## config.mk

```make
export PLATFORM = sky130hd
export DESIGN_NAME = ssvf_ctrl
export DESIGN_NICKNAME = d
export VERILOG_FILES = /design/src/ssvf_pkg.sv /design/src/ssvf_ctrl.sv
export SDC_FILE = /design/constraint.sdc
export NUM_CORES = 1
export LEC_CHECK = 0
export ABC_AREA = 1
export BUFFER_PORTS_ARGS = -buffer_cell sky130_fd_sc_hd__buf_2
export CORE_MARGIN = 1.5
export CORE_UTILIZATION = 35
export DETAILED_ROUTE_END_ITERATION = 7
export PLACE_DENSITY_LB_ADDON = 0.05
export SLEW_MARGIN = 30
export SYNTH_ARGS = -nofsm -noshare
export SYNTH_HDL_FRONTEND = slang
export SYNTH_SLANG_ARGS = --single-unit
```

## constraint.sdc

```tcl
create_clock -name clk -period 3 [get_ports clk]
set_clock_uncertainty 0.15 [all_clocks]
set_input_delay 0.9 -clock clk [delete_from_list [all_inputs] [get_ports clk]]
set_output_delay 0.9 -clock clk [all_outputs]
set_load 0.03 [all_outputs]
```

## src/ssvf_pkg.sv

```systemverilog
// Shared types, codes and helpers for the stereo state variable filter.
// No dependencies; every other file in src/ but ssvf_checker refers to it by scoped names.
package ssvf_pkg;

	localparam int LANES = 2;
	localparam int REG_W = 24;
	localparam int WGT_W = 24;
	localparam int INT_W = 32;
	localparam int MUL_B_W = 34;
	localparam int PROD_W = REG_W + MUL_B_W;
	localparam int ACC_W = PROD_W + 2;
	localparam int RND_W = ACC_W + 1;
	localparam int STEP_W = 4;
	localparam int ADDR_W = 5;
	localparam int DATA_W = 32;
	localparam logic [STEP_W-1:0] WGT_LAST = 4'd9;
	localparam logic [STEP_W-1:0] FILT_LAST = 4'd8;

	typedef enum logic [2:0] {
		REG_BYPASS,
		REG_MODE,
		REG_COEF_A1,
		REG_COEF_A2,
		REG_COEF_A3,
		REG_DAMPING,
		REG_AMPLITUDE
	} reg_idx_t;

	typedef enum logic [3:0] {
		MODE_LOWPASS,
		MODE_BANDPASS,
		MODE_HIGHPASS,
		MODE_NOTCH,
		MODE_PEAK,
		MODE_ALLPASS,
		MODE_BELL,
		MODE_LOWSHELF,
		MODE_HIGHSHELF
	} mode_t;

	typedef enum logic [2:0] {
		A_COEF_A1,
		A_COEF_A2,
		A_COEF_A3,
		A_W0,
		A_W1,
		A_W2,
		A_AMP,
		A_DAMP
	} a_sel_t;

	typedef enum logic [2:0] {
		B_IC1,
		B_V3,
		B_V0,
		B_V1,
		B_V2,
		B_AMP,
		B_WX,
		B_T
	} b_sel_t;

	typedef enum logic [1:0] {
		ACC_HOLD,
		ACC_LOAD,
		ACC_ADD
	} acc_op_t;

	typedef enum logic [2:0] {
		WB_NONE,
		WB_V1,
		WB_V2,
		WB_Y,
		WB_AA,
		WB_T,
		WB_U
	} wb_t;

	typedef struct packed {
		a_sel_t  a_sel;
		b_sel_t  b_sel;
		acc_op_t acc_op;
		wb_t     wb;
	} mac_cmd_t;

	typedef struct packed {
		mac_cmd_t mac;
		logic     load_in;
		logic     load_out;
		logic     commit_wgt;
	} dp_cmd_t;

	typedef struct packed {
		logic bypass;
		logic cfg_write;
	} ctrl_status_t;

	typedef enum logic [1:0] {
		ST_IDLE,
		ST_WGT,
		ST_FILT,
		ST_OUT
	} state_t;

	localparam mac_cmd_t MAC_IDLE = '{A_COEF_A1, B_IC1, ACC_HOLD, WB_NONE};

	// Clamp a signed value to a signed field of w bits.
	function automatic logic signed [63:0] sat_s(logic signed [63:0] v, int unsigned w);
		logic signed [63:0] hi;
		logic signed [63:0] lo;
		hi = (64'sd1 <<< (w - 1)) - 64'sd1;
		lo = ~hi;
		if (v > hi) begin
			return hi;
		end else if (v < lo) begin
			return lo;
		end
		return v;
	endfunction

	// Mix weight schedule: A*A, then k times the mode operand, then A times that.
	function automatic mac_cmd_t wgt_cmd(logic [STEP_W-1:0] step);
		mac_cmd_t c;
		c = MAC_IDLE;
		case (step)
			4'd0: c = '{A_AMP, B_AMP, ACC_LOAD, WB_AA};
			4'd3: c = '{A_DAMP, B_WX, ACC_LOAD, WB_T};
			4'd6: c = '{A_AMP, B_T, ACC_LOAD, WB_U};
			default: c = MAC_IDLE;
		endcase
		return c;
	endfunction

	// Per-sample schedule: two node sums, then the output mix.
	function automatic mac_cmd_t filt_cmd(logic [STEP_W-1:0] step);
		mac_cmd_t c;
		c = MAC_IDLE;
		case (step)
			4'd0: c = '{A_COEF_A1, B_IC1, ACC_LOAD, WB_NONE};
			4'd1: c = '{A_COEF_A2, B_V3, ACC_ADD, WB_V1};
			4'd2: c = '{A_COEF_A2, B_IC1, ACC_LOAD, WB_NONE};
			4'd3: c = '{A_COEF_A3, B_V3, ACC_ADD, WB_V2};
			4'd4: c = '{A_W0, B_V0, ACC_LOAD, WB_NONE};
			4'd5: c = '{A_W1, B_V1, ACC_ADD, WB_NONE};
			4'd6: c = '{A_W2, B_V2, ACC_ADD, WB_Y};
			default: c = MAC_IDLE;
		endcase
		return c;
	endfunction

endpackage

```

## src/ssvf_ctrl.sv

```systemverilog
// Controller: sequences weight and filter steps and owns both handshakes.
// Depends on ssvf_pkg.
module ssvf_ctrl (
	input  logic                   clk,
	input  logic                   arst_n,
	input  logic                   in_valid,
	output logic                   in_stall,
	output logic                   out_valid,
	input  logic                   out_stall,
	input  ssvf_pkg::ctrl_status_t status,
	output ssvf_pkg::dp_cmd_t      cmd
);

	ssvf_pkg::state_t               state_q, state_d;
	logic [ssvf_pkg::STEP_W-1:0]    step_q;
	logic                           dirty_q;
	logic                           out_valid_q;
	logic                           out_free;

	assign out_free = !out_valid_q || !out_stall;

	always_comb begin
		state_d = state_q;
		case (state_q)
			ssvf_pkg::ST_IDLE: begin
				if (in_valid) begin
					if (status.bypass) begin
						state_d = ssvf_pkg::ST_OUT;
					end else if (dirty_q) begin
						state_d = ssvf_pkg::ST_WGT;
					end else begin
						state_d = ssvf_pkg::ST_FILT;
					end
				end
			end
			ssvf_pkg::ST_WGT: begin
				if (step_q == ssvf_pkg::WGT_LAST) begin
					state_d = ssvf_pkg::ST_FILT;
				end
			end
			ssvf_pkg::ST_FILT: begin
				if (step_q == ssvf_pkg::FILT_LAST) begin
					state_d = ssvf_pkg::ST_OUT;
				end
			end
			ssvf_pkg::ST_OUT: begin
				if (out_free) begin
					state_d = ssvf_pkg::ST_IDLE;
				end
			end
			default: state_d = ssvf_pkg::ST_IDLE;
		endcase
	end

	always_comb begin
		cmd.mac = ssvf_pkg::MAC_IDLE;
		cmd.load_in = 1'b0;
		cmd.load_out = 1'b0;
		cmd.commit_wgt = 1'b0;
		in_stall = 1'b1;
		case (state_q)
			ssvf_pkg::ST_IDLE: begin
				in_stall = 1'b0;
				cmd.load_in = in_valid;
			end
			ssvf_pkg::ST_WGT: begin
				cmd.mac = ssvf_pkg::wgt_cmd(step_q);
				cmd.commit_wgt = (step_q == ssvf_pkg::WGT_LAST);
			end
			ssvf_pkg::ST_FILT: cmd.mac = ssvf_pkg::filt_cmd(step_q);
			ssvf_pkg::ST_OUT: cmd.load_out = out_free;
			default: begin
			end
		endcase
	end

	always_ff @(posedge clk or negedge arst_n) begin
		if (!arst_n) begin
			state_q <= ssvf_pkg::ST_IDLE;
			step_q <= '0;
			dirty_q <= 1'b1;
			out_valid_q <= 1'b0;
		end else begin
			state_q <= state_d;
			step_q <= (state_d != state_q) ? '0 : step_q + 1'b1;
			if (status.cfg_write) begin
				dirty_q <= 1'b1;
			end else if (cmd.commit_wgt) begin
				dirty_q <= 1'b0;
			end
			if (cmd.load_out) begin
				out_valid_q <= 1'b1;
			end else if (!out_stall) begin
				out_valid_q <= 1'b0;
			end
		end
	end

	assign out_valid = out_valid_q;

endmodule

```

==> summary.md <==
| Metric | Value |
|---|---|
| Relative slew slack | `0.799` |
| Most frequent cells in the layout | `nand2_1 (25), buf_2 (20), inv_1 (17)` |
| Layout cells sized above 1 | `0.322` |
| Max IR drop VDD | `422 uV` |
| Total power | `1.03 mW` |
| Worst min path class | `in2async` |
| Post-Syn Nets | `~130` |
| Register-to-Register Path Depth | `11` |
| Die height | `51.4 um` |
| Worst path buffer plus inverter count | `2` |
| Initial antenna violation count | `0` |
| Max incr delay on CP | `420 ps` |
| Via count | `about 800` |
| Post-synth top area share | `0.214` |
| Clock root cell | `clkbuf_4` |
| Diode count | `0` |
| Crit. End Element | `primary output` |
| Slowest library cell on the worst path | `dfrtp_2` |
| Final instance area | `995 sq um` |
| Detail Route Antenna Nets | `0` |
| Fill cells | `247` |
| Initial Util | `0.370` |
| CTS Buf Count | `3` |
| Mapped Area | `818 sq um` |
| Synth unique cells | `24` |
| Grt total ovfl | `0` |
| Worst R2R Setup Slack | `between 1000 and 1500 ps` |
| CTS Buffer Depth | `2` |
| Total GRT Usage | `0.155` |
| Period minus WS final | `2870 ps` |
| Largest net degree at the start of global routing | `9` |
| FP Rows | `17` |
| Max-slew violation count | `0` |
| Die Area | `roughly 2600 sq um` |
| Worst path cell trace | `bufinv_8 > ha_1 > nand2_1 > o22ai_2 > o21bai_1 > clkbuf_4` |
| Clock sink count | `8` |
| R2r endpoint | `step_q[0]$_DFF_PN0_` |
| Core Area | `2210 sq um` |
| Routed wire per std cell | `between 10 and 15 um` |
| Worst setup path class | `reg2out` |
| GPL Wtd Cong | `0.833` |
| CP top delay family | `flip-flops` |
| Period utilization | `0.956` |
| WP data required | `1950 ps` |
| Iteration-0 DRC count of the detailed router | `16` |
| Syn-to-layout area delta | `21.6%` |
| Post-layout net count | `159` |
| Reg clk slew, reported paths | `about 60 ps` |
| Worst slew pin tran | `301 ps` |
| Final WL | `about 1800 um` |
| Max-Cap Viols | `0` |
| Skew-Pair Late Insertion Delay | `about 250 ps` |
| Synth top area cells | `dfrtp_1 (21%), ha_1 (14%), nand2_1 (11%), inv_1 (7.8%), nand3_1 (6.1%)` |
| CP max FO | `6` |
| Area leader, netlist | `dfrtp_1` |
| Vias in the first global route | `~680` |
| Final hold vios | `0` |
| Register area share after synthesis | `0.246` |
| Critical path startpoint category | `register` |
| Post-CTS repair timing setup buffer count | `0` |
| Flops & latches, synth | `8` |
| Highest clock rate | `roughly 350 MHz` |
| CTS tree | `done` |
| LEAKAGE | `0.581 nW` |
| First-pass GRT wire length | `3030 um` |
| CP arrival | `1820 ps` |
| Placed Area | `958 sq um` |
| PwrDens | `1030 nW/um^2` |
| Setup TNS | `0 ps` |
| Ys Warns | `0` |
| Final setup violation count | `0` |
| Outcome | `complete, no violations` |
| Avg Inst Size Synth | `6.93 sq um` |
| RSZ-0062 raised after global routing | `false` |
| Commonest non-fill, non-tap cell in the layout | `nand2_1` |
| DRC | `0` |
| Critical R2R Launch | `state_q[1]$_DFF_PN0_` |
| Buffers on Ports | `21` |
| Post-DP HPWL | `1480 um` |
| Pre-antenna DRT Iters | `4` |
| Post-synthesis cell count | `118` |
| Ports | `22` |
| Number of vias per cell | `roughly 4.6` |
| Chip width | `about 50 um` |
| H-tree depth | `1` |
-- where the power goes --
| group | total (mW) | switching, mW | internal, mW |
|---|---|---|---|
| Sequential | 0.187 | 0.0430 | 0.144 |
| Clock | 0.0851 | 0.0344 | 0.0507 |
| Combinational | 0.758 | 0.506 | 0.251 |
-- logic make-up (layout without fill, tap and decap cells) --
group | count (synthesis) | in the layout | share of synthesized area
XOR/XNOR | 2 | 2 | 0.0214
AND/OR/NAND/NOR | 61 | 61 | 0.355
buffers and inverters | 21 | 46 | 0.113
AO/OA/AOI/OAI | 17 | 17 | 0.127
flip-flops | 8 | 8 | 0.246
adder cells (fa/ha/maj) | 9 | 9 | 0.138
-- what timing repair did --
action                     4_1_cts  5_1_grt
setup endpoints to repair        0        3
hold buffers                     0        0
gates resized for setup          0        5
hold endpoints to repair         0        0
-- how the worst max path moves through the flow --
stage	startpoint	endpoint	slack, ps	cells after the start
5_1_grt	state_q[1]$_DFF_PN0_	cmd[13]	5	6
4_1_cts	state_q[0]$_DFF_PN0_	cmd[13]	50	6
2_1_floorplan	state_q[1]$_DFF_PN0_	cmd[13]	210	5
6_report	state_q[1]$_DFF_PN0_	cmd[13]	130	6
3_5_place_dp	state_q[1]$_DFF_PN0_	cmd[13]	340	6
3_3_place_gp	state_q[1]$_DFF_PN0_	cmd[13]	360	6
-- per-stage QoR --
step,hold WS [ps],utilization,setup slack [ps],std cells
after floorplan,323,-,208,118
after detailed placement,363,0.433,337,167
after global routing,329,0.450,4.58,171
final,324,0.450,133,171
after global placement,351,0.433,359,167
after CTS,316,0.445,51.1,171
-- per-layer routing --
metal  share of wire  up-vias  global-route usage  wire length (um)
met5               0        -                   0                 0
met4          0.0080        0              0.0921                14
met3           0.040        2              0.0205                71
met2            0.44       15               0.210               773
met1            0.51      350               0.231               901
li1                -      423                   -                 -
-- state kept, by name, indices dropped and copies added (netlist names) --
signal,count
dirty_q,1
step_q,4
out_valid,1
state_q,2
-- layout make-up --
cell class | instances | area (sq um) | area share
Clock buffer | 4 | 26.3 | 0.0264
Inverter | 21 | 92.6 | 0.0931
Multi-Input combinational cell | 89 | 529 | 0.532
Sequential cell | 8 | 204 | 0.205
Tap cell | 28 | 35.0 | 0.0352
Timing Repair Buffer | 21 | 108 | 0.108
-- synthesized netlist by cell type --
cell       n
a21oi_1    6
bufinv_8   1
dfrtp_1    7
dfstp_2    1
ha_1       9
inv_1     17
inv_2      3
nand2_1   25
nand2_2    5
nand2_4    2
nand3_1   10
nand3_2    1
nand4_1    2
nor2_1    12
nor2_2     3
o211ai_1   1
o21ai_0    3
o21ai_1    3
o21ai_2    1
o21bai_1   2
o22ai_2    1
or2_1      1
xnor2_1    1
xor2_1     1
Power figures use the tool's default switching activity.
